## config.mk

```make
export PLATFORM = sky130hd
export DESIGN_NAME = text_token_lexer
export DESIGN_NICKNAME = d
export VERILOG_FILES = /design/src/hdl/ttl_pkg.sv /design/src/hdl/ttl_step.sv /design/src/hdl/text_token_lexer.sv
export SDC_FILE = /design/constraint.sdc
export NUM_CORES = 1
export LEC_CHECK = 0
export ABC_AREA = 1
export BUFFER_PORTS_ARGS = -buffer_cell sky130_fd_sc_hd__buf_4
export CORE_ASPECT_RATIO = 0.7
export CORE_MARGIN = 4
export CORE_UTILIZATION = 50
export CTS_BUF_LIST = sky130_fd_sc_hd__clkbuf_16
export DETAILED_ROUTE_END_ITERATION = 6
export PLACE_DENSITY_LB_ADDON = 0.12
export SLEW_MARGIN = 20
export SYNTH_ARGS = -nofsm -noshare
export SYNTH_HDL_FRONTEND = slang
export SYNTH_HIERARCHICAL = 1
export SYNTH_SLANG_ARGS = --single-unit
```

## constraint.sdc

```tcl
create_clock -name clk -period 9.85 [get_ports clk]
set_clock_uncertainty 0.05 [all_clocks]
set_input_delay 1.97 -clock clk [delete_from_list [all_inputs] [get_ports clk]]
set_output_delay 1.97 -clock clk [all_outputs]
set_load 0.01 [all_outputs]
```

## src/hdl/ttl_pkg.sv

```systemverilog
// Package for the text token lexer.
// Holds the mode and token kind codes, the line counter width, the output queue sizes
// and the result word type. It depends on nothing else.
package ttl_pkg;

	// Width of the internal line counter. It saturates at its maximum value.
	localparam int LINE_BITS = 16;

	// Depth of the output word queue; it must be a power of two so the pointers wrap.
	localparam int QDEPTH    = 4;
	localparam int QPTR_BITS = $clog2(QDEPTH);
	localparam int QCNT_BITS = QPTR_BITS + 1;

	// Lexer modes.
	localparam logic [3:0] M_IDLE  = 4'd0;
	localparam logic [3:0] M_IDENT = 4'd1;
	localparam logic [3:0] M_NUM   = 4'd2;
	localparam logic [3:0] M_HEX   = 4'd3;
	localparam logic [3:0] M_BIN   = 4'd4;
	localparam logic [3:0] M_OCT   = 4'd5;
	localparam logic [3:0] M_STR   = 4'd6;

	// States of the true/false keyword matcher.
	localparam logic [3:0] KW_NONE   = 4'd0;
	localparam logic [3:0] KW_T      = 4'd1;
	localparam logic [3:0] KW_TR     = 4'd2;
	localparam logic [3:0] KW_TRU    = 4'd3;
	localparam logic [3:0] KW_TRUE   = 4'd4;
	localparam logic [3:0] KW_F      = 4'd5;
	localparam logic [3:0] KW_FA     = 4'd6;
	localparam logic [3:0] KW_FAL    = 4'd7;
	localparam logic [3:0] KW_FALS   = 4'd8;
	localparam logic [3:0] KW_FALSE  = 4'd9;

	// Token kinds carried on token-end words.
	localparam logic [5:0] K_IDENT   = 6'd0;
	localparam logic [5:0] K_BOOL    = 6'd1;
	localparam logic [5:0] K_INT     = 6'd2;
	localparam logic [5:0] K_FLOAT   = 6'd3;
	localparam logic [5:0] K_BIN     = 6'd4;
	localparam logic [5:0] K_OCT     = 6'd5;
	localparam logic [5:0] K_HEX     = 6'd6;
	localparam logic [5:0] K_STR     = 6'd7;
	localparam logic [5:0] K_NL      = 6'd8;
	localparam logic [5:0] K_EOF     = 6'd9;
	localparam logic [5:0] K_PERIOD  = 6'd10;
	localparam logic [5:0] K_COLON   = 6'd11;
	localparam logic [5:0] K_SEMI    = 6'd12;
	localparam logic [5:0] K_COMMA   = 6'd13;
	localparam logic [5:0] K_HASH    = 6'd14;
	localparam logic [5:0] K_AT      = 6'd15;
	localparam logic [5:0] K_EQ      = 6'd16;
	localparam logic [5:0] K_PLUS    = 6'd17;
	localparam logic [5:0] K_MINUS   = 6'd18;
	localparam logic [5:0] K_STAR    = 6'd19;
	localparam logic [5:0] K_SLASH   = 6'd20;
	localparam logic [5:0] K_PCT     = 6'd21;
	localparam logic [5:0] K_BAR     = 6'd22;
	localparam logic [5:0] K_AMP     = 6'd23;
	localparam logic [5:0] K_CARET   = 6'd24;
	localparam logic [5:0] K_LPAREN  = 6'd25;
	localparam logic [5:0] K_RPAREN  = 6'd26;
	localparam logic [5:0] K_LBRACK  = 6'd27;
	localparam logic [5:0] K_RBRACK  = 6'd28;
	localparam logic [5:0] K_LBRACE  = 6'd29;
	localparam logic [5:0] K_RBRACE  = 6'd30;
	localparam logic [5:0] K_LT      = 6'd31;
	localparam logic [5:0] K_GT      = 6'd32;
	localparam logic [5:0] K_DOLLAR  = 6'd33;
	localparam logic [5:0] K_BADBYTE = 6'd34;
	localparam logic [5:0] K_EOFSTR  = 6'd35;

	// One result word as it leaves the block.
	typedef struct packed {
		logic        is_content;
		logic [7:0]  content_byte;
		logic [5:0]  token_kind;
		logic [15:0] line_number;
		logic        last_of_run;
	} ttl_word_t;

endpackage

```

## src/hdl/ttl_step.sv

```systemverilog
// Lexer state and the next-state logic for one input byte.
// Produces up to two result words per byte in a single pass.
// Depends on ttl_pkg.
module ttl_step (
	input  logic                  clk,
	input  logic                  arst_n,
	input  logic                  fire,
	input  logic [7:0]            char_in,
	input  logic                  end_mark,
	input  logic                  new_file,
	output ttl_pkg::ttl_word_t    res0,
	output ttl_pkg::ttl_word_t    res1,
	output logic [1:0]            res_cnt
);

	localparam logic [ttl_pkg::LINE_BITS-1:0] LINE_ONE = ttl_pkg::LINE_BITS'(1);
	localparam logic [ttl_pkg::LINE_BITS-1:0] LINE_MAX = '1;

	logic [3:0]                   mode_q;
	logic                         period_q;
	logic [3:0]                   kw_q;
	logic                         pempty_q;
	logic [ttl_pkg::LINE_BITS-1:0] line_q;
	logic                         err_q;

	logic [3:0]                   mode_d;
	logic                         period_d;
	logic [3:0]                   kw_d;
	logic                         pempty_d;
	logic [ttl_pkg::LINE_BITS-1:0] line_d;
	logic                         err_d;

	function automatic logic is_digit(input logic [7:0] c);
		return c >= "0" && c <= "9";
	endfunction

	function automatic logic is_alpha(input logic [7:0] c);
		return (c >= "a" && c <= "z") || (c >= "A" && c <= "Z");
	endfunction

	function automatic logic is_hex(input logic [7:0] c);
		return is_digit(c) || (c >= "a" && c <= "f") || (c >= "A" && c <= "F");
	endfunction

	function automatic logic is_blank(input logic [7:0] c);
		return c == 8'h20 || c == 8'h09 || c == 8'h0D || c == 8'h0B || c == 8'h0C;
	endfunction

	// Advance the true/false matcher by one identifier byte.
	function automatic logic [3:0] kw_next(input logic [3:0] st, input logic [7:0] c);
		logic [3:0] r;
		r = ttl_pkg::KW_NONE;
		unique case (st)
			ttl_pkg::KW_T:    if (c == "r") r = ttl_pkg::KW_TR;
			ttl_pkg::KW_TR:   if (c == "u") r = ttl_pkg::KW_TRU;
			ttl_pkg::KW_TRU:  if (c == "e") r = ttl_pkg::KW_TRUE;
			ttl_pkg::KW_F:    if (c == "a") r = ttl_pkg::KW_FA;
			ttl_pkg::KW_FA:   if (c == "l") r = ttl_pkg::KW_FAL;
			ttl_pkg::KW_FAL:  if (c == "s") r = ttl_pkg::KW_FALS;
			ttl_pkg::KW_FALS: if (c == "e") r = ttl_pkg::KW_FALSE;
			default:          r = ttl_pkg::KW_NONE;
		endcase
		return r;
	endfunction

	// Kind of a one-character symbol; anything else is an unexpected byte.
	function automatic logic [5:0] sym_kind(input logic [7:0] c);
		logic [5:0] k;
		unique case (c)
			".":     k = ttl_pkg::K_PERIOD;
			":":     k = ttl_pkg::K_COLON;
			";":     k = ttl_pkg::K_SEMI;
			",":     k = ttl_pkg::K_COMMA;
			"#":     k = ttl_pkg::K_HASH;
			"@":     k = ttl_pkg::K_AT;
			"=":     k = ttl_pkg::K_EQ;
			"+":     k = ttl_pkg::K_PLUS;
			"-":     k = ttl_pkg::K_MINUS;
			"*":     k = ttl_pkg::K_STAR;
			"/":     k = ttl_pkg::K_SLASH;
			"%":     k = ttl_pkg::K_PCT;
			"|":     k = ttl_pkg::K_BAR;
			"&":     k = ttl_pkg::K_AMP;
			"^":     k = ttl_pkg::K_CARET;
			"(":     k = ttl_pkg::K_LPAREN;
			")":     k = ttl_pkg::K_RPAREN;
			"[":     k = ttl_pkg::K_LBRACK;
			"]":     k = ttl_pkg::K_RBRACK;
			"{":     k = ttl_pkg::K_LBRACE;
			"}":     k = ttl_pkg::K_RBRACE;
			"<":     k = ttl_pkg::K_LT;
			">":     k = ttl_pkg::K_GT;
			default: k = ttl_pkg::K_BADBYTE;
		endcase
		return k;
	endfunction

	// Next state and result words for the current byte.
	always_comb begin
		logic                          a_v;
		logic                          a_content;
		logic [5:0]                    a_kind;
		logic                          b_v;
		logic                          b_content;
		logic [5:0]                    b_kind;
		logic                          fresh;
		logic                          ok;
		logic [5:0]                    pkind;
		logic [15:0]                   line_out;
		ttl_pkg::ttl_word_t            wa;
		ttl_pkg::ttl_word_t            wb;

		// A new file resets the whole lexer before the byte is looked at.
		if (new_file) begin
			mode_d   = ttl_pkg::M_IDLE;
			period_d = 1'b0;
			kw_d     = ttl_pkg::KW_NONE;
			pempty_d = 1'b1;
			line_d   = LINE_ONE;
			err_d    = 1'b0;
		end else begin
			mode_d   = mode_q;
			period_d = period_q;
			kw_d     = kw_q;
			pempty_d = pempty_q;
			line_d   = line_q;
			err_d    = err_q;
		end

		// Words carry the line before any newline increment.
		if (32'(line_d) > 32'hFFFF) begin
			line_out = 16'hFFFF;
		end else begin
			line_out = 16'(line_d);
		end

		a_v       = 1'b0;
		a_content = 1'b0;
		a_kind    = ttl_pkg::K_IDENT;
		b_v       = 1'b0;
		b_content = 1'b0;
		b_kind    = ttl_pkg::K_IDENT;
		fresh     = 1'b0;
		ok        = 1'b0;
		pkind     = ttl_pkg::K_HEX;

		if (!err_d) begin
			// Continue or close the token in progress.
			unique case (mode_d)
				ttl_pkg::M_IDENT: begin
					a_v = 1'b1;
					if (!end_mark && (is_alpha(char_in) || is_digit(char_in) || char_in == "_"))
					begin
						kw_d      = kw_next(kw_d, char_in);
						a_content = 1'b1;
					end else begin
						a_kind = (kw_d == ttl_pkg::KW_TRUE || kw_d == ttl_pkg::KW_FALSE) ?
							ttl_pkg::K_BOOL : ttl_pkg::K_IDENT;
						fresh  = 1'b1;
					end
				end
				ttl_pkg::M_NUM: begin
					a_v = 1'b1;
					if (!end_mark && is_digit(char_in)) begin
						a_content = 1'b1;
					end else if (!end_mark && char_in == "." && !period_d) begin
						period_d  = 1'b1;
						a_content = 1'b1;
					end else begin
						a_kind = period_d ? ttl_pkg::K_FLOAT : ttl_pkg::K_INT;
						fresh  = 1'b1;
					end
				end
				ttl_pkg::M_HEX, ttl_pkg::M_BIN, ttl_pkg::M_OCT: begin
					a_v = 1'b1;
					if (mode_d == ttl_pkg::M_HEX) begin
						ok    = is_hex(char_in);
						pkind = pempty_d ? ttl_pkg::K_DOLLAR : ttl_pkg::K_HEX;
					end else if (mode_d == ttl_pkg::M_BIN) begin
						ok    = char_in == "0" || char_in == "1";
						pkind = pempty_d ? ttl_pkg::K_PCT : ttl_pkg::K_BIN;
					end else begin
						ok    = char_in >= "0" && char_in <= "7";
						pkind = pempty_d ? ttl_pkg::K_AMP : ttl_pkg::K_OCT;
					end
					if (!end_mark && ok) begin
						pempty_d  = 1'b0;
						a_content = 1'b1;
					end else begin
						a_kind = pkind;
						fresh  = 1'b1;
					end
				end
				ttl_pkg::M_STR: begin
					a_v = 1'b1;
					if (end_mark) begin
						a_kind = ttl_pkg::K_EOFSTR;
						err_d  = 1'b1;
						mode_d = ttl_pkg::M_IDLE;
					end else if (char_in == "\"") begin
						a_kind = ttl_pkg::K_STR;
						mode_d = ttl_pkg::M_IDLE;
					end else begin
						a_content = 1'b1;
					end
				end
				default: begin
					fresh = 1'b1;
				end
			endcase

			// The byte that closed a token, or a byte between tokens, may start a new one.
			if (fresh) begin
				mode_d = ttl_pkg::M_IDLE;
				if (end_mark) begin
					b_v    = 1'b1;
					b_kind = ttl_pkg::K_EOF;
				end else if (char_in == 8'h0A) begin
					b_v    = 1'b1;
					b_kind = ttl_pkg::K_NL;
					if (line_d != LINE_MAX) begin
						line_d = line_d + LINE_ONE;
					end
				end else if (is_blank(char_in)) begin
					b_v = 1'b0;
				end else if (is_alpha(char_in) || char_in == "_") begin
					mode_d    = ttl_pkg::M_IDENT;
					kw_d      = (char_in == "t") ? ttl_pkg::KW_T :
					            (char_in == "f") ? ttl_pkg::KW_F : ttl_pkg::KW_NONE;
					b_v       = 1'b1;
					b_content = 1'b1;
				end else if (char_in == "\"") begin
					mode_d = ttl_pkg::M_STR;
				end else if (is_digit(char_in)) begin
					mode_d    = ttl_pkg::M_NUM;
					period_d  = 1'b0;
					b_v       = 1'b1;
					b_content = 1'b1;
				end else if (char_in == "$" || char_in == "%" || char_in == "&") begin
					mode_d   = (char_in == "$") ? ttl_pkg::M_HEX :
					           (char_in == "%") ? ttl_pkg::M_BIN : ttl_pkg::M_OCT;
					pempty_d = 1'b1;
				end else begin
					b_v    = 1'b1;
					b_kind = sym_kind(char_in);
					if (b_kind == ttl_pkg::K_BADBYTE) begin
						err_d = 1'b1;
					end
				end
			end
		end

		// Build the two candidate words.
		wa.is_content   = a_content;
		wa.content_byte = a_content ? char_in : 8'd0;
		wa.token_kind   = a_content ? ttl_pkg::K_IDENT : a_kind;
		wa.line_number  = line_out;
		wa.last_of_run  = !b_v;
		wb.is_content   = b_content;
		wb.content_byte = b_content ? char_in : 8'd0;
		wb.token_kind   = b_content ? ttl_pkg::K_IDENT : b_kind;
		wb.line_number  = line_out;
		wb.last_of_run  = 1'b1;

		// Pack the valid words to the front.
		res0    = a_v ? wa : wb;
		res1    = wb;
		res_cnt = {1'b0, a_v} + {1'b0, b_v};
	end

	// Lexer state registers.
	always_ff @(posedge clk or negedge arst_n) begin
		if (!arst_n) begin
			mode_q   <= ttl_pkg::M_IDLE;
			period_q <= 1'b0;
			kw_q     <= ttl_pkg::KW_NONE;
			pempty_q <= 1'b1;
			line_q   <= LINE_ONE;
			err_q    <= 1'b0;
		end else if (fire) begin
			mode_q   <= mode_d;
			period_q <= period_d;
			kw_q     <= kw_d;
			pempty_q <= pempty_d;
			line_q   <= line_d;
			err_q    <= err_d;
		end
	end

endmodule

```

## src/hdl/text_token_lexer.sv

```systemverilog
// Text token lexer top level: input register, lexer step, four-word output queue.
// An accepted byte waits in the input register; its words then go into the output queue.
// Throughput: one byte per cycle while each byte gives at most one word and out_stall is low;
// a byte giving two words puts both in the queue, and the queue absorbs short bursts of those.
// Reset (arst_n low, asynchronous) empties the queue and sets the lexer idle at line 1.
// Depends on ttl_pkg and ttl_step.
module text_token_lexer (
	input  logic        clk,
	input  logic        arst_n,
	input  logic        in_valid,
	output logic        in_stall,
	input  logic [7:0]  char_in,
	input  logic        end_mark,
	input  logic        new_file,
	output logic        out_valid,
	input  logic        out_stall,
	output logic        is_content,
	output logic [7:0]  content_byte,
	output logic [5:0]  token_kind,
	output logic [15:0] line_number,
	output logic        last_of_run
);

	logic                 valid_s1;
	logic [7:0]           char_s1;
	logic                 eof_s1;
	logic                 nf_s1;

	ttl_pkg::ttl_word_t   res0;
	ttl_pkg::ttl_word_t   res1;
	logic [1:0]           res_cnt;

	ttl_pkg::ttl_word_t   q_mem [ttl_pkg::QDEPTH];
	logic [ttl_pkg::QPTR_BITS-1:0] wr_ptr_q;
	logic [ttl_pkg::QPTR_BITS-1:0] rd_ptr_q;
	logic [ttl_pkg::QCNT_BITS-1:0] count_q;

	logic                 consume;
	logic                 pop;
	ttl_pkg::ttl_word_t   head;

	// The registered word is processed once the queue has room for two words.
	assign consume  = valid_s1 && (count_q <= ttl_pkg::QCNT_BITS'(ttl_pkg::QDEPTH - 2));
	assign in_stall = valid_s1 && !consume;

	// Input register.
	always_ff @(posedge clk or negedge arst_n) begin
		if (!arst_n) begin
			valid_s1 <= 1'b0;
		end else if (in_valid && !in_stall) begin
			valid_s1 <= 1'b1;
		end else if (consume) begin
			valid_s1 <= 1'b0;
		end
	end

	always_ff @(posedge clk) begin
		if (in_valid && !in_stall) begin
			char_s1 <= char_in;
			eof_s1  <= end_mark;
			nf_s1   <= new_file;
		end
	end

	ttl_step u_step (
		.clk      (clk),
		.arst_n   (arst_n),
		.fire     (consume),
		.char_in  (char_s1),
		.end_mark (eof_s1),
		.new_file (nf_s1),
		.res0     (res0),
		.res1     (res1),
		.res_cnt  (res_cnt)
	);

	// Output queue: head word drives the ports.
	assign head         = q_mem[rd_ptr_q];
	assign out_valid    = count_q != '0;
	assign pop          = out_valid && !out_stall;
	assign is_content   = head.is_content;
	assign content_byte = head.content_byte;
	assign token_kind   = head.token_kind;
	assign line_number  = head.line_number;
	assign last_of_run  = head.last_of_run;

	always_ff @(posedge clk) begin
		if (consume && res_cnt != 2'd0) begin
			q_mem[wr_ptr_q] <= res0;
		end
		if (consume && res_cnt == 2'd2) begin
			q_mem[wr_ptr_q + ttl_pkg::QPTR_BITS'(1)] <= res1;
		end
	end

	// Queue pointers and fill count.
	always_ff @(posedge clk or negedge arst_n) begin
		if (!arst_n) begin
			wr_ptr_q <= '0;
			rd_ptr_q <= '0;
			count_q  <= '0;
		end else begin
			if (consume) begin
				wr_ptr_q <= wr_ptr_q + ttl_pkg::QPTR_BITS'(res_cnt);
			end
			if (pop) begin
				rd_ptr_q <= rd_ptr_q + ttl_pkg::QPTR_BITS'(1);
			end
			count_q <= count_q + (consume ? ttl_pkg::QCNT_BITS'(res_cnt) : '0) -
				ttl_pkg::QCNT_BITS'(pop);
		end
	end

endmodule
```

After elaboration in Yosys (flattened, before gate mapping)
Memories as Yosys holds them, arrays and structs flattened.
Cells that the tools add are included.
Operators by class
  $add $sub $neg: 7
  order comparisons: 10
  muxes and demuxes: 160
  equality and inequality tests: 60
  reduce and logical (&&, ||, !) cells: 42
Operator list (number)
  2-to-1 mux 6 bit: 29
  equality test 8 x 6 -> 1 bit, second input constant: 21
  one-hot mux 6 bit (23 select lines): 1
  equality test 8 x 7 -> 1 bit, second input constant: 16
  2-to-1 mux 4 bit: 26
  2-to-1 mux 16 bit: 6
  2-to-1 mux 1 bit: 81
  equality test 8 x 4 -> 1 bit, second input constant: 5
  less-or-equal comparator 8 x 7 -> 1 bit, second input constant: 4
  2-to-1 mux 32 bit: 1
  equality test 4 x 3 -> 1 bit, second input constant: 7
  one-hot mux 4 bit (7 select lines): 1
  one-hot mux 6 bit (4 select lines): 1
  logical AND 1 bit: 17
  adder 16 x 1 -> 16 bit, second input constant: 1
  equality test 4 x 2 -> 1 bit, second input constant: 4
  greater-or-equal comparator 8 x 7 -> 1 bit, second input constant: 2
  less-or-equal comparator 8 x 6 -> 1 bit, second input constant: 2
  2-to-1 mux 8 bit: 2
  inequality test 16 bit, second input constant: 1
  2-to-1 mux 3 bit: 5
  logical OR 1 bit: 14
  2-to-1 mux 5 bit: 2
  equality test 4 x 1 -> 1 bit, second input constant: 2
  other kinds (17): 28
Storage, ports and cells
  bits in writable memories: 128
  bits of input ports: 14
  memories kept: 1
  output and inout bits: 34
  logic and storage cells: 293
  register bits: 45
Memories
  q_mem: words 4, bits a word 32, read ports 1, clocked after Yosys merged registers in 0, wr ports 2, line text_token_lexer.sv:33  | ttl_pkg::ttl_word_t q_mem [ttl_pkg::QDEPTH];

Logic depth before layout (Yosys ltp)
Gate-level depths: netlist of the first run.
  word-level depth: 24
  depth in mapped cells: 23
  mapped depth without buffers: 22

Hierarchy
Netlist of the first run, hierarchy kept.
By module, submodules not included
  text_token_lexer: times used 1, area an instance 7314.5 um^2, cells each 816
  ttl_step: times used 1, area an instance 3651.0 um^2, cells each 677

Least setup slack after synthesis of the first run
OpenSTA, ideal clock, no wires.
  path kind: register to register
  start point: reg nf_s1
  end point: mem q_mem[1][0] (netlist bit) (enable)
  period minus slack after synthesis: 3731 ps
  cell stages (with the launch flop): 19
  path slack: 6119 ps
  path buffers: 1
  arrival: 3292 ps
  cells stage by stage: edfxtp_1 -> inv_2 -> nand2_1 -> nor3_2 -> inv_1 -> a21oi_1 -> nand3_1 -> nand2_2 -> nand2_4 -> nand3_4 -> nand2_2 -> a21oi_1 -> ha_1 -> inv_1 -> nand2_1 -> nor2_4 -> nand2_1 -> buf_2 -> nand2_1
RTL lines
  from (decl): line text_token_lexer.sv:27  | logic nf_s1;
  from (signal assigned): line text_token_lexer.sv:61  | nf_s1 <= new_file;
  to (decl): line text_token_lexer.sv:33

==> flow_metrics.py, run 1 <==
metrics = {
    "status": {
        "outcome": "completed",
    },
    "yosys": {
        "ys_warn_count": 6,
        "netlist_instances": 1493,
        "syn_avg_cell_area_um2": 7.34,
        "ys_ff_latch": 173,
        "yosys.area.top_type": "edfxtp_1",
        "syn_nets": 1515,
        "yosysTopAreaCellShare_pct": 37.8,
        "yosysUniqueCellTypes": 47,
        "ys_seq_area_share_pct": 45.8,
        "syn_area_um2": 11000,
        "synth_area_leaders": "edfxtp_1 (38%), nand2_1 (16%), nand3_1 (8.3%), dfrtp_1 (7.5%), nor2_1 (6.9%)",
    },
    "setup_path": {
        "r2r_cells": 21,
        "endpoint": "q_mem[2][9]$_DFFE_PP_",
        "arrival_ns": 6.05,
        "critical_path_class": "reg2reg",
        "worst_path_max_delay_cell": "edfxtp_1",
        "critPathRequiredTime_ns": 9.90,
        "critPathMaxStageDelay_ns": 0.93,
        "regToRegSetupSlack_ns": 3.85,
        "crit_buf_inv": 5,
        "crit_fanout": 79,
        "r2r-end": "q_mem[2][9]$_DFFE_PP_",
        "crit_cells": 21,
        "crit_family": "simple AND/OR/NAND/NOR gates",
        "rr_startpoint": "nf_s1$_DFFE_PP_",
        "start_kind": "register",
        "crit_path_end_kind": "register",
        "worstPathCellList": "inv_2 -> nand2_1 -> nand2_1 -> nor2_1 -> nor2_1 -> nor2_1 -> a21oi_2 -> nand2_2 -> nand2_4 -> nand3_4 -> nand2_2 -> a21oi_1 -> ha_1 -> inv_1 -> nand2_1 -> nor2_4 -> buf_4 -> buf_4 -> nand2_1 -> nand2_1 -> buf_4",
        "cp-startpoint": "nf_s1$_DFFE_PP_",
        "crit_top_cell": "nand2_1",
    },
    "grt": {
        "grt_max_degree": 80,
        "antenna_found_initial": 0,
        "grt_pass1_wl_mm": 50.6,
        "grt_overflow": 0,
        "grt_pass1_vias": 8977,
        "grt_usage_pct": 26.3,
    },
    "cells_and_area": {
        "diodes": 0,
        "fillers": 2092,
        "final_cells": 1778,
        "drive_gt1_share_pct": 9.02,
        "multi_input_area_um2": 5020,
        "layout-area-overhead-vs-synth_pct": 8.35,
        "regArea_um2": 5020,
        "post-route-util_pct": 55.0,
        "finalNetCount": 1507,
    },
    "drt": {
        "dr.pass1.iters": 6,
        "vias": 10100,
        "ant_nets": 0,
        "via_per_inst": 5.68,
        "wl_per_cell_um": 18.1,
        "drc": 0,
        "wl_mm": 32.3,
        "first_iter_violations": 1329,
    },
    "floorplan": {
        "dieWidth_um": 185,
        "ioPinCount": 48,
        "die_h_um": 132,
        "num_rows": 45,
        "core_um2": 21600,
        "initial_core_util_pct": 50.7,
        "fp.dieArea_um2": 24400,
    },
    "sta": {
        "setup_viol": 0,
        "period_minus_slack_ns": 6.00,
        "fmax_mhz": 167,
        "worst_slack_ns": 3.85,
        "fin_setup_tns_ns": 0,
        "report.final.slew_viol_count": 0,
        "fin_crit_sh_pct": 60.9,
        "grt_setup_unrepaired": "false",
        "hold_viol": 0,
        "worstMarginPinSlew_ns": 1.05,
        "slew_headroom_pct": 29.8,
    },
    "placed_design": {
        "place.port_buffers": 47,
        "post-place-cells": 1748,
        "place_congestion": 0.926,
        "dpl_worst_slack_ns": 3.97,
        "dp_hpwl_mm": 21.5,
    },
    "clock_network": {
        "cts_hold_buf": 0,
        "clock-sinks": 173,
        "postCtsSetupRepairBufs": 0,
        "clockBufferDepth": 2,
        "clk_latency_ns": 0.44,
        "cts_resized": 0,
        "cts.reportedPaths.clkPinSlew_ns": 0.07,
        "cts_tree": "done",
        "root_buffer": "clkbuf_16",
        "cts_buffers": 17,
        "htree_num_levels": 4,
    },
    "job": {
        "cap_violations": 0,
    },
    "min_path": {
        "holdCritPathClass": "reg2reg",
    },
    "pwr": {
        "irDropWorstVdd_mv": 0.173,
        "p_per_area_nw_per_um2": 289,
        "p_leak_nw": 5.21,
    },
}
[cell families (layout without fill, tap and decap cells)]
family          count (synthesis)  after routing  share of synthesized area, %
xor+xnor                        9              9                         0.719
flops                         173            173                          45.8
simple gates                  931            931                          35.9
other cells                     2              2                        0.0685
compound gates                160            160                          8.07
buf+inv                       210            213                          8.47
fa+ha+maj                       8              8                         0.981
[per-stage QoR]
stage	cell area, um^2	power (W)	hold WS (ns)
after detailed placement	11300	0.00277	0.420
after global placement	11300	0.00276	0.413
after CTS	11900	0.00343	0.436
after global routing	11900	0.00366	0.459
final	11900	0.00343	0.434
after floorplan	11000	0.00220	0.399
[layer usage]
metal  part of all wire, %  up-vias  GRT usage [%]
met5                     0        -              0
met4                   1.5        0           6.07
met3                   8.1       36           4.03
met2                    43      465           38.2
met1                    48     4689           41.4
li1                      -     4907              -
[cell usage in the layout (no fill, tap or decap), types with 2 or more instances in the layout]
master	Yosys	layout
nand2_1	480	480
nor2_1	201	199
nand3_1	182	182
edfxtp_1	138	138
inv_1	104	105
o21ai_0	94	94
buf_4	22	65
o22ai_1	35	35
dfrtp_1	33	32
nand4_1	26	26
clkbuf_16	0	17
nor3_1	13	13
a21oi_1	12	12
inv_2	11	11
nor2_2	6	8
xor2_1	8	8
nand2_2	8	8
ha_1	7	7
clkinv_1	3	5
o21ai_1	5	5
nor2_4	4	4
clkinvlp_4	0	4
clkinv_2	0	2
nand3_2	2	2
bufinv_16	0	2
nand3_4	2	2
and2_1	2	2
a211oi_1	2	2
a32oi_1	2	2
a31oi_1	2	2
conb_1	2	2
dfstp_2	2	2
[worst reg2reg max path, delay by kind of cell (launching register included)]
family | cells | cell delay, ns
and+or+nand+nor | 13 | 2.09
buffers and inverters | 5 | 1.93
DFF | 1 | 0.93
AOI/OAI and AO/OA | 2 | 0.33
adders and majority gates | 1 | 0.31
[worst min-delay path by stage]
| stage | start | to | cells past startpoint |
|---|---|---|---|
| floorplan | u_step/line_q[10]$_DFFE_PN0P_ | u_step/line_q[10]$_DFFE_PN0P_ | 2 |
| CTS | u_step/mode_q[1]$_DFFE_PN0P_ | u_step/mode_q[1]$_DFFE_PN0P_ | 2 |
| global route | u_step/err_q$_DFFE_PN0P_ | u_step/err_q$_DFFE_PN0P_ | 2 |
| global placement | u_step/err_q$_DFFE_PN0P_ | u_step/err_q$_DFFE_PN0P_ | 2 |
| finish | u_step/mode_q[1]$_DFFE_PN0P_ | u_step/mode_q[1]$_DFFE_PN0P_ | 2 |
| detailed placement | u_step/mode_q[1]$_DFFE_PN0P_ | u_step/mode_q[1]$_DFFE_PN0P_ | 2 |
[final cells by class]
| class | instances | share of cell area [%] |
|---|---|---|
| flip-flops and latches | 173 | 42.3 |
| multi-input cells | 1110 | 42.2 |
| repair buffers | 65 | 4.11 |
| inverters | 118 | 3.74 |
| clock buffers | 17 | 3.58 |
| well taps | 282 | 2.97 |
| clock inverters | 13 | 1.07 |
[report_power, final]
group	total, W	leakage, nW	internal (W)	switching, W
clock network	0.000656	0.265	0.000367	0.000289
logic	0.00165	3.25	0.000479	0.00117
registers	0.00113	1.70	0.00105	0.0000801
[state kept, by name (all words and copies together) (netlist names), 2 cells and up]
signal / flops
u_step/line_q: 16
char_s1: 8
q_mem: 128
u_step/mode_q: 4
count_q: 3
u_step/kw_q: 4
rd_ptr_q: 2
wr_ptr_q: 2
[synth_stat cells, drive strengths merged]
| master | n |
|---|---|
| clkbuf | 30 |
| nand3 | 186 |
| nor4 | 1 |
| o31ai | 1 |
| ha | 7 |
| dfstp | 2 |
| and3 | 1 |
| xor2 | 8 |
| clkinv | 3 |
| dfrtp | 33 |
| o21a | 2 |
| edfxtp | 138 |
| a21boi | 1 |
| o22ai | 35 |
| conb | 2 |
| buf | 62 |
| o211ai | 1 |
| inv | 115 |
| a31oi | 2 |
| and2 | 2 |
| a21oi | 13 |
| fa | 1 |
| xnor2 | 1 |
| nor3 | 14 |
| a211oi | 2 |
| nand2 | 489 |
| a32oi | 2 |
| o32ai | 1 |
| o21ai | 100 |
| nand3b | 1 |
| nand4 | 26 |
| nor2 | 211 |
(Power assumes the default switching activity.)
==> run 2: changes to the inputs <==
- clock period: 9.85 -> 5.69 ns (I/O delays scaled with it)
==> run 2 against run 1 <==
  * Non-clock buffer count rose by 7
  * Maximum frequency up 27%
  * Clock power rose by 94%
  * Setup slack worse by 2.9 ns
  * Critical endpoint is now q_mem[3][16]$_DFFE_PP_
==> flow_metrics.py, run 2 (same netlist as run 1, synthesis figures left out) <==
metrics = {
    "setup_path": {
        "crit_buf_inv": 5,
        "worstPathCellList": "buf_4 -> inv_2 -> nand2_1 -> nor3_2 -> inv_1 -> a21oi_1 -> nand3_1 -> nand2_2 -> nand2_4 -> nand3_4 -> nand2_2 -> a21oi_1 -> ha_1 -> inv_1 -> nand2_1 -> nor2_4 -> nand2_1 -> nand2_1 -> buf_4",
        "worst_path_max_delay_cell": "nand2_1",
        "crit_family": "simple AND/OR/NAND/NOR gates",
        "crit_path_end_kind": "register",
        "critical_path_class": "reg2reg",
        "r2r_cells": 19,
        "crit_top_cell": "nand2_1",
        "critPathMaxStageDelay_ns": 0.52,
        "rr_startpoint": "nf_s1$_DFFE_PP_",
        "start_kind": "register",
        "arrival_ns": 4.82,
        "regToRegSetupSlack_ns": 0.95,
        "critPathRequiredTime_ns": 5.77,
        "crit_fanout": 25,
        "r2r-end": "q_mem[3][16]$_DFFE_PP_",
    },
    "drt": {
        "first_iter_violations": 1080,
        "wl_per_cell_um": 18.0,
        "via_per_inst": 5.67,
        "ant_nets": 0,
        "drc": 0,
        "dr.pass1.iters": 6,
        "vias": 10100,
        "wl_mm": 32.1,
    },
    "sta": {
        "fmax_mhz": 211,
        "fin_setup_tns_ns": 0,
        "setup_viol": 0,
        "report.final.slew_viol_count": 0,
        "worst_slack_ns": 0.951,
        "fin_crit_sh_pct": 83.3,
        "period_minus_slack_ns": 4.74,
        "hold_viol": 0,
        "slew_headroom_pct": 33.5,
        "worstMarginPinSlew_ns": 0.994,
        "grt_setup_unrepaired": "false",
    },
    "clock_network": {
        "cts_tree": "done",
        "clock-sinks": 173,
        "cts_resized": 0,
        "cts_buffers": 17,
        "cts_hold_buf": 0,
        "clockBufferDepth": 2,
        "htree_num_levels": 4,
        "clk_latency_ns": 0.44,
        "postCtsSetupRepairBufs": 0,
        "root_buffer": "clkbuf_16",
        "cts.reportedPaths.clkPinSlew_ns": 0.07,
    },
    "grt": {
        "grtUsageMet3_pct": 5.13,
        "top_usage_layer": "met1",
        "grt_max_degree": 117,
        "grt_pass1_vias": 9198,
        "antenna_found_initial": 0,
        "grt_pass1_wl_mm": 50.8,
        "use_met2_pct": 39.3,
        "grt_usage_pct": 26.5,
        "grt_overflow": 0,
        "grt_use_met1_pct": 39.9,
    },
    "placed_design": {
        "place_area_um2": 11400,
        "dpl_worst_slack_ns": 0.962,
        "dp_hpwl_mm": 20.3,
        "place.port_buffers": 47,
        "place_congestion": 0.985,
    },
    "floorplan": {
        "core_um2": 21600,
        "num_rows": 45,
        "die_h_um": 132,
        "fp.dieArea_um2": 24400,
        "ioPinCount": 48,
        "initial_core_util_pct": 50.7,
        "dieWidth_um": 185,
    },
    "cells_and_area": {
        "final_cell_mix": "nand2_1 (480), nor2_1 (199), nand3_1 (182)",
        "fillers": 2065,
        "diodes": 0,
        "largest-register": "q_mem",
        "largest_reg_flops": 128,
        "fin_area_um2": 12000,
        "layout_commonest_cell": "nand2_1",
        "finalNetCount": 1514,
        "regArea_um2": 5020,
        "layout-area-overhead-vs-synth_pct": 9.71,
        "multi_input_area_um2": 5020,
        "drive_gt1_share_pct": 9.50,
        "reg_top3": "q_mem x128, u_step/line_q x16, char_s1 x8",
    },
    "job": {
        "cap_violations": 0,
    },
    "min_path": {
        "hold-path-endpoint": "u_step/mode_q[1]$_DFFE_PN0P_",
        "hold_depth": 2,
        "holdCritPathClass": "reg2reg",
        "hold_start": "u_step/mode_q[1]$_DFFE_PN0P_",
    },
    "pwr": {
        "p_leak_nw": 5.29,
        "irDropWorstVdd_mv": 0.312,
        "p_per_area_nw_per_um2": 507,
    },
    "status": {
        "outcome": "completed",
    },
}
-- run 2: cell types whose count changed in the layout (fill, tap and decap cells not counted), sizes merged --
cell	before	now
clkinvlp	4	3
bufinv	2	4
buf	65	72
inv	117	120
clkinv	8	6
-- run 2: tightest hold or removal path, cell delays in order (launching register included) --
cell	delay [ns]
dfrtp_1	0.35
nand2_1	0.05
nand2_1	0.05
-- run 2: metal layers --
layer	part of all wire [%]	up-vias
li1	-	4908
met1	46	4702
met2	44	495
met3	9.0	31
met4	1.6	0
met5	0	-
-- run 2: cell type report --
| type | instances | share of cell area, % |
|---|---|---|
| Tap cell | 282 | 2.93 |
| Multi-Input combinational cell | 1110 | 41.7 |
| Clock buffer | 17 | 3.54 |
| Timing Repair Buffer | 72 | 4.76 |
| Sequential cell | 173 | 41.8 |
| Clock inverter | 15 | 1.60 |
| Inverter | 118 | 3.68 |
-- run 2: worst max path at each step --
| stage | cells past startpoint | endpoint | from |
|---|---|---|---|
| after floorplan | 18 | q_mem[1][0]$_DFFE_PP_ | nf_s1$_DFFE_PP_ |
| after CTS | 19 | q_mem[2][13]$_DFFE_PP_ | nf_s1$_DFFE_PP_ |
| after global routing | 19 | q_mem[3][30]$_DFFE_PP_ | nf_s1$_DFFE_PP_ |
| final | 19 | q_mem[3][16]$_DFFE_PP_ | nf_s1$_DFFE_PP_ |
| after detailed placement | 19 | q_mem[3][31]$_DFFE_PP_ | nf_s1$_DFFE_PP_ |
| after global placement | 19 | q_mem[3][31]$_DFFE_PP_ | nf_s1$_DFFE_PP_ |
-- run 2: per-stage QoR --
stage	utilization, %	hold WS (ns)	std cells	total power [W]
after detailed placement	52.6	0.416	1754	0.00482
after global routing	55.6	0.451	1787	0.00651
after CTS	55.5	0.436	1786	0.00609
after floorplan	-	0.399	1493	0.00381
after global placement	52.6	0.413	1754	0.00479
final	55.6	0.436	1787	0.00611
-- run 2: where the power goes --
part           total, W  switching [W]  internal [W]  leakage [nW]
sequential      0.00193       0.000120       0.00181          1.70
clock           0.00127       0.000531      0.000735         0.295
combinational   0.00291        0.00205      0.000860          3.29
total           0.00611        0.00270       0.00340          5.29
==> run 3: changes to the inputs <==
- ABC_AREA: 1 -> 0
- clock period: 5.69 -> 3.86 ns (I/O delays scaled with it)
==> run 3 against run 2 <==
  * Power rose by 20%
  * First-iteration DRC count fell by 51%
  * Synthesized cell count fell by 44%
  * Critical path depth decreased by 8
  * Critical endpoint is now q_mem[2][11]$_DFFE_PP_
  * Largest cell class is now multi-input combinational cells
==> flow_metrics.py, run 3 <==
metrics = {
    "grt": {
        "grt_max_degree": 36,
        "grt_pass1_vias": 7025,
        "grt_usage_pct": 23.5,
        "grt_pass1_wl_mm": 42.5,
        "grt_overflow": 0,
        "antenna_found_initial": 0,
    },
    "cells_and_area": {
        "regArea_um2": 5020,
        "layout-area-overhead-vs-synth_pct": 15.7,
        "reg_top3": "q_mem x128, u_step/line_q x16, char_s1 x8",
        "diodes": 0,
        "layout_commonest_cell": "edfxtp_1",
        "largest_reg_flops": 128,
        "multi_input_area_um2": 5230,
        "drive_gt1_share_pct": 38.0,
        "final_cells": 1194,
        "largest-register": "q_mem",
        "finalNetCount": 927,
        "fillers": 1680,
        "final_cell_mix": "edfxtp_1 (138), buf_4 (105), mux2_2 (87)",
    },
    "sta": {
        "worst_slack_ns": 0.171,
        "period_minus_slack_ns": 3.69,
        "slew_headroom_pct": 53.9,
        "report.final.slew_viol_count": 0,
        "fmax_mhz": 271,
        "setup_viol": 0,
        "fin_crit_sh_pct": 95.6,
        "hold_viol": 0,
        "worstMarginPinSlew_ns": 0.686,
    },
    "yosys": {
        "netlist_instances": 834,
        "synthArstFlopShare_pct": 20.2,
        "yosysTopAreaCellShare_pct": 39.0,
        "yosysUniqueCellTypes": 88,
        "synth-xor-area-share_pct": 1.81,
        "syn_nets": 856,
        "synth_most_common_cell": "edfxtp_1",
        "synth-adder-area-share_pct": 1.01,
        "synth-edff-count": 138,
        "syn_avg_cell_area_um2": 12.7,
        "synth_flop_cell": "edfxtp_1",
        "syn_area_um2": 10600,
        "yosys.area.top_type": "edfxtp_1",
        "ys_seq_area_share_pct": 47.3,
        "synth_simple_gate_area_share_pct": 15.7,
        "synth_area_leaders": "edfxtp_1 (39%), mux2_2 (9.2%), dfrtp_1 (7.8%), mux4_2 (6.8%), mux2_4 (4.2%)",
        "ys_warn_count": 6,
        "ys_ff_latch": 173,
        "synth_top_family_by_area": "multiplexers",
        "synth_commonest_cells": "edfxtp_1 (138), mux2_2 (87), nand2_1 (47)",
        "synth-compound-area-share_pct": 7.50,
        "synth_mux_area_share_pct": 22.0,
    },
    "floorplan": {
        "fp.dieArea_um2": 23700,
        "die_h_um": 130,
        "num_rows": 44,
        "dieWidth_um": 182,
        "initial_core_util_pct": 51.1,
        "ioPinCount": 48,
        "core_um2": 20800,
    },
    "drt": {
        "wl_per_cell_um": 22.8,
        "wl_mm": 27.3,
        "drc": 0,
        "first_iter_violations": 532,
        "via_per_inst": 6.09,
        "dr.pass1.iters": 5,
        "vias": 7277,
        "ant_nets": 0,
    },
    "job": {
        "cap_violations": 0,
    },
    "placed_design": {
        "dpl_worst_slack_ns": 0.0995,
        "place.port_buffers": 47,
        "dp_hpwl_mm": 19.5,
        "place_congestion": 0.932,
        "post-place-cells": 1157,
    },
    "clock_network": {
        "root_buffer": "clkbuf_16",
        "cts.reportedPaths.clkPinSlew_ns": 0.08,
        "cts_buffers": 17,
        "clock-sinks": 173,
        "cts_tree": "done",
        "clockBufferDepth": 2,
        "clk_latency_ns": 0.44,
        "htree_num_levels": 4,
    },
    "pwr": {
        "p_leak_nw": 4.63,
        "irDropWorstVdd_mv": 0.302,
        "p_per_area_nw_per_um2": 595,
    },
    "setup_path": {
        "crit_family": "compound AO/OA/AOI/OAI gates",
        "critical_path_class": "reg2reg",
        "worst_path_max_delay_cell": "edfxtp_1",
        "crit_path_end_kind": "register",
        "arrival_ns": 3.82,
        "critPathMaxStageDelay_ns": 0.54,
        "crit_buf_inv": 1,
        "worstPathCellList": "o21ai_0 -> o21ai_0 -> a32o_2 -> or3_4 -> nand2_4 -> a21oi_2 -> ha_1 -> and2b_2 -> nand4_4 -> buf_4 -> mux2_1",
        "critPathRequiredTime_ns": 3.99,
        "crit_top_cell": "o21ai_0",
        "start_kind": "register",
        "crit_fanout": 13,
    },
    "min_path": {
        "holdCritPathClass": "in2async",
    },
    "status": {
        "outcome": "completed",
    },
}
==> run 3: cell count changes after synthesis, moves of 18 or more <==
cell / previous run / this run
nand2_1: 480 / 47
buf_2: 34 / 11
inv_1: 104 / 14
nor2_1: 201 / 45
o21ai_0: 94 / 22
nand3_1: 182 / 24
nor2b_1: 0 / 27
nand4_1: 26 / 8
o22ai_1: 35 / 7
mux4_2: 0 / 32
mux2_4: 0 / 30
and2_1: 2 / 20
mux2_2: 0 / 87
==> run 3: cell families after synthesis <==
kind of cell             Yosys count
buffers and inverters             80
adder cells (fa/ha/maj)            8
XOR/XNOR                          22
flip-flops                       173
AND/OR/NAND/NOR                  278
other                              2
AO/OA/AOI/OAI                    105
multiplexers                     166
==> run 3: power breakdown <==
group	total, W	switching (W)	leakage, nW	internal (W)
registers	0.00265	0.000249	1.72	0.00240
logic	0.00291	0.00156	2.61	0.00135
clock network	0.00175	0.000877	0.295	0.000877
==> run 3: layout make-up <==
class | count | share of cell area, %
Inverter | 14 | 0.428
Tap cell | 276 | 2.81
Clock inverter | 15 | 1.44
Multi-Input combinational cell | 581 | 42.5
Sequential cell | 173 | 40.9
Timing Repair Buffer | 118 | 8.46
Clock buffer | 17 | 3.46
==> run 3: worst paths after layout <==
check | slack [ns] | cells past startpoint | endpoint | from
worst min register to register | 0.47 | 2 | u_step/pempty_q$_DFFE_PN1P_ | u_step/pempty_q$_DFFE_PN1P_
worst max register to register | 0.17 | 11 | q_mem[2][11]$_DFFE_PP_ | char_s1[1]$_DFFE_PP_
min in group clk | 0.45 | 1 | char_s1[3]$_DFFE_PP_ | char_in[3]
max in group asynchronous | 3.13 | 1 | rd_ptr_q[0]$_DFFE_PN0P_ | arst_n
worst min-delay path | 0.23 | 1 | u_step/kw_q[1]$_DFFE_PN0P_ | arst_n
worst max-delay path | 0.17 | 11 | q_mem[2][11]$_DFFE_PP_ | char_s1[1]$_DFFE_PP_
==> run 3: timing repair <==
item | CTS | global route
resized for setup | 0 | 5
endpoints found under the hold margin | 0 | 0
hold buffers | 0 | 0
setup endpoints to repair | 0 | 105
buffers inserted | 0 | 5
==> run 3: per-layer routing <==
layer / global-route usage [%] / part of all wire, % / up-vias
li1: - / - / 3340
met1: 35.4 / 48 / 3672
met2: 35.9 / 45 / 234
met3: 4.24 / 5.4 / 31
met4: 5.51 / 1.5 / 0
met5: 0 / 0 / -
==> run 3: metrics by stage <==
step                      total power [W]  util, %  TNS, ns  hold slack (ns)  area, um^2
after floorplan                   0.00449        -    -2.04            0.426       10800
after global placement            0.00555     55.9        0            0.449       11600
after detailed placement          0.00559     55.9        0            0.452       11600
after CTS                         0.00734     58.8        0            0.240       12200
after global routing              0.00770     59.0  -0.0102            0.263       12300
final                             0.00732     59.0        0            0.232       12300
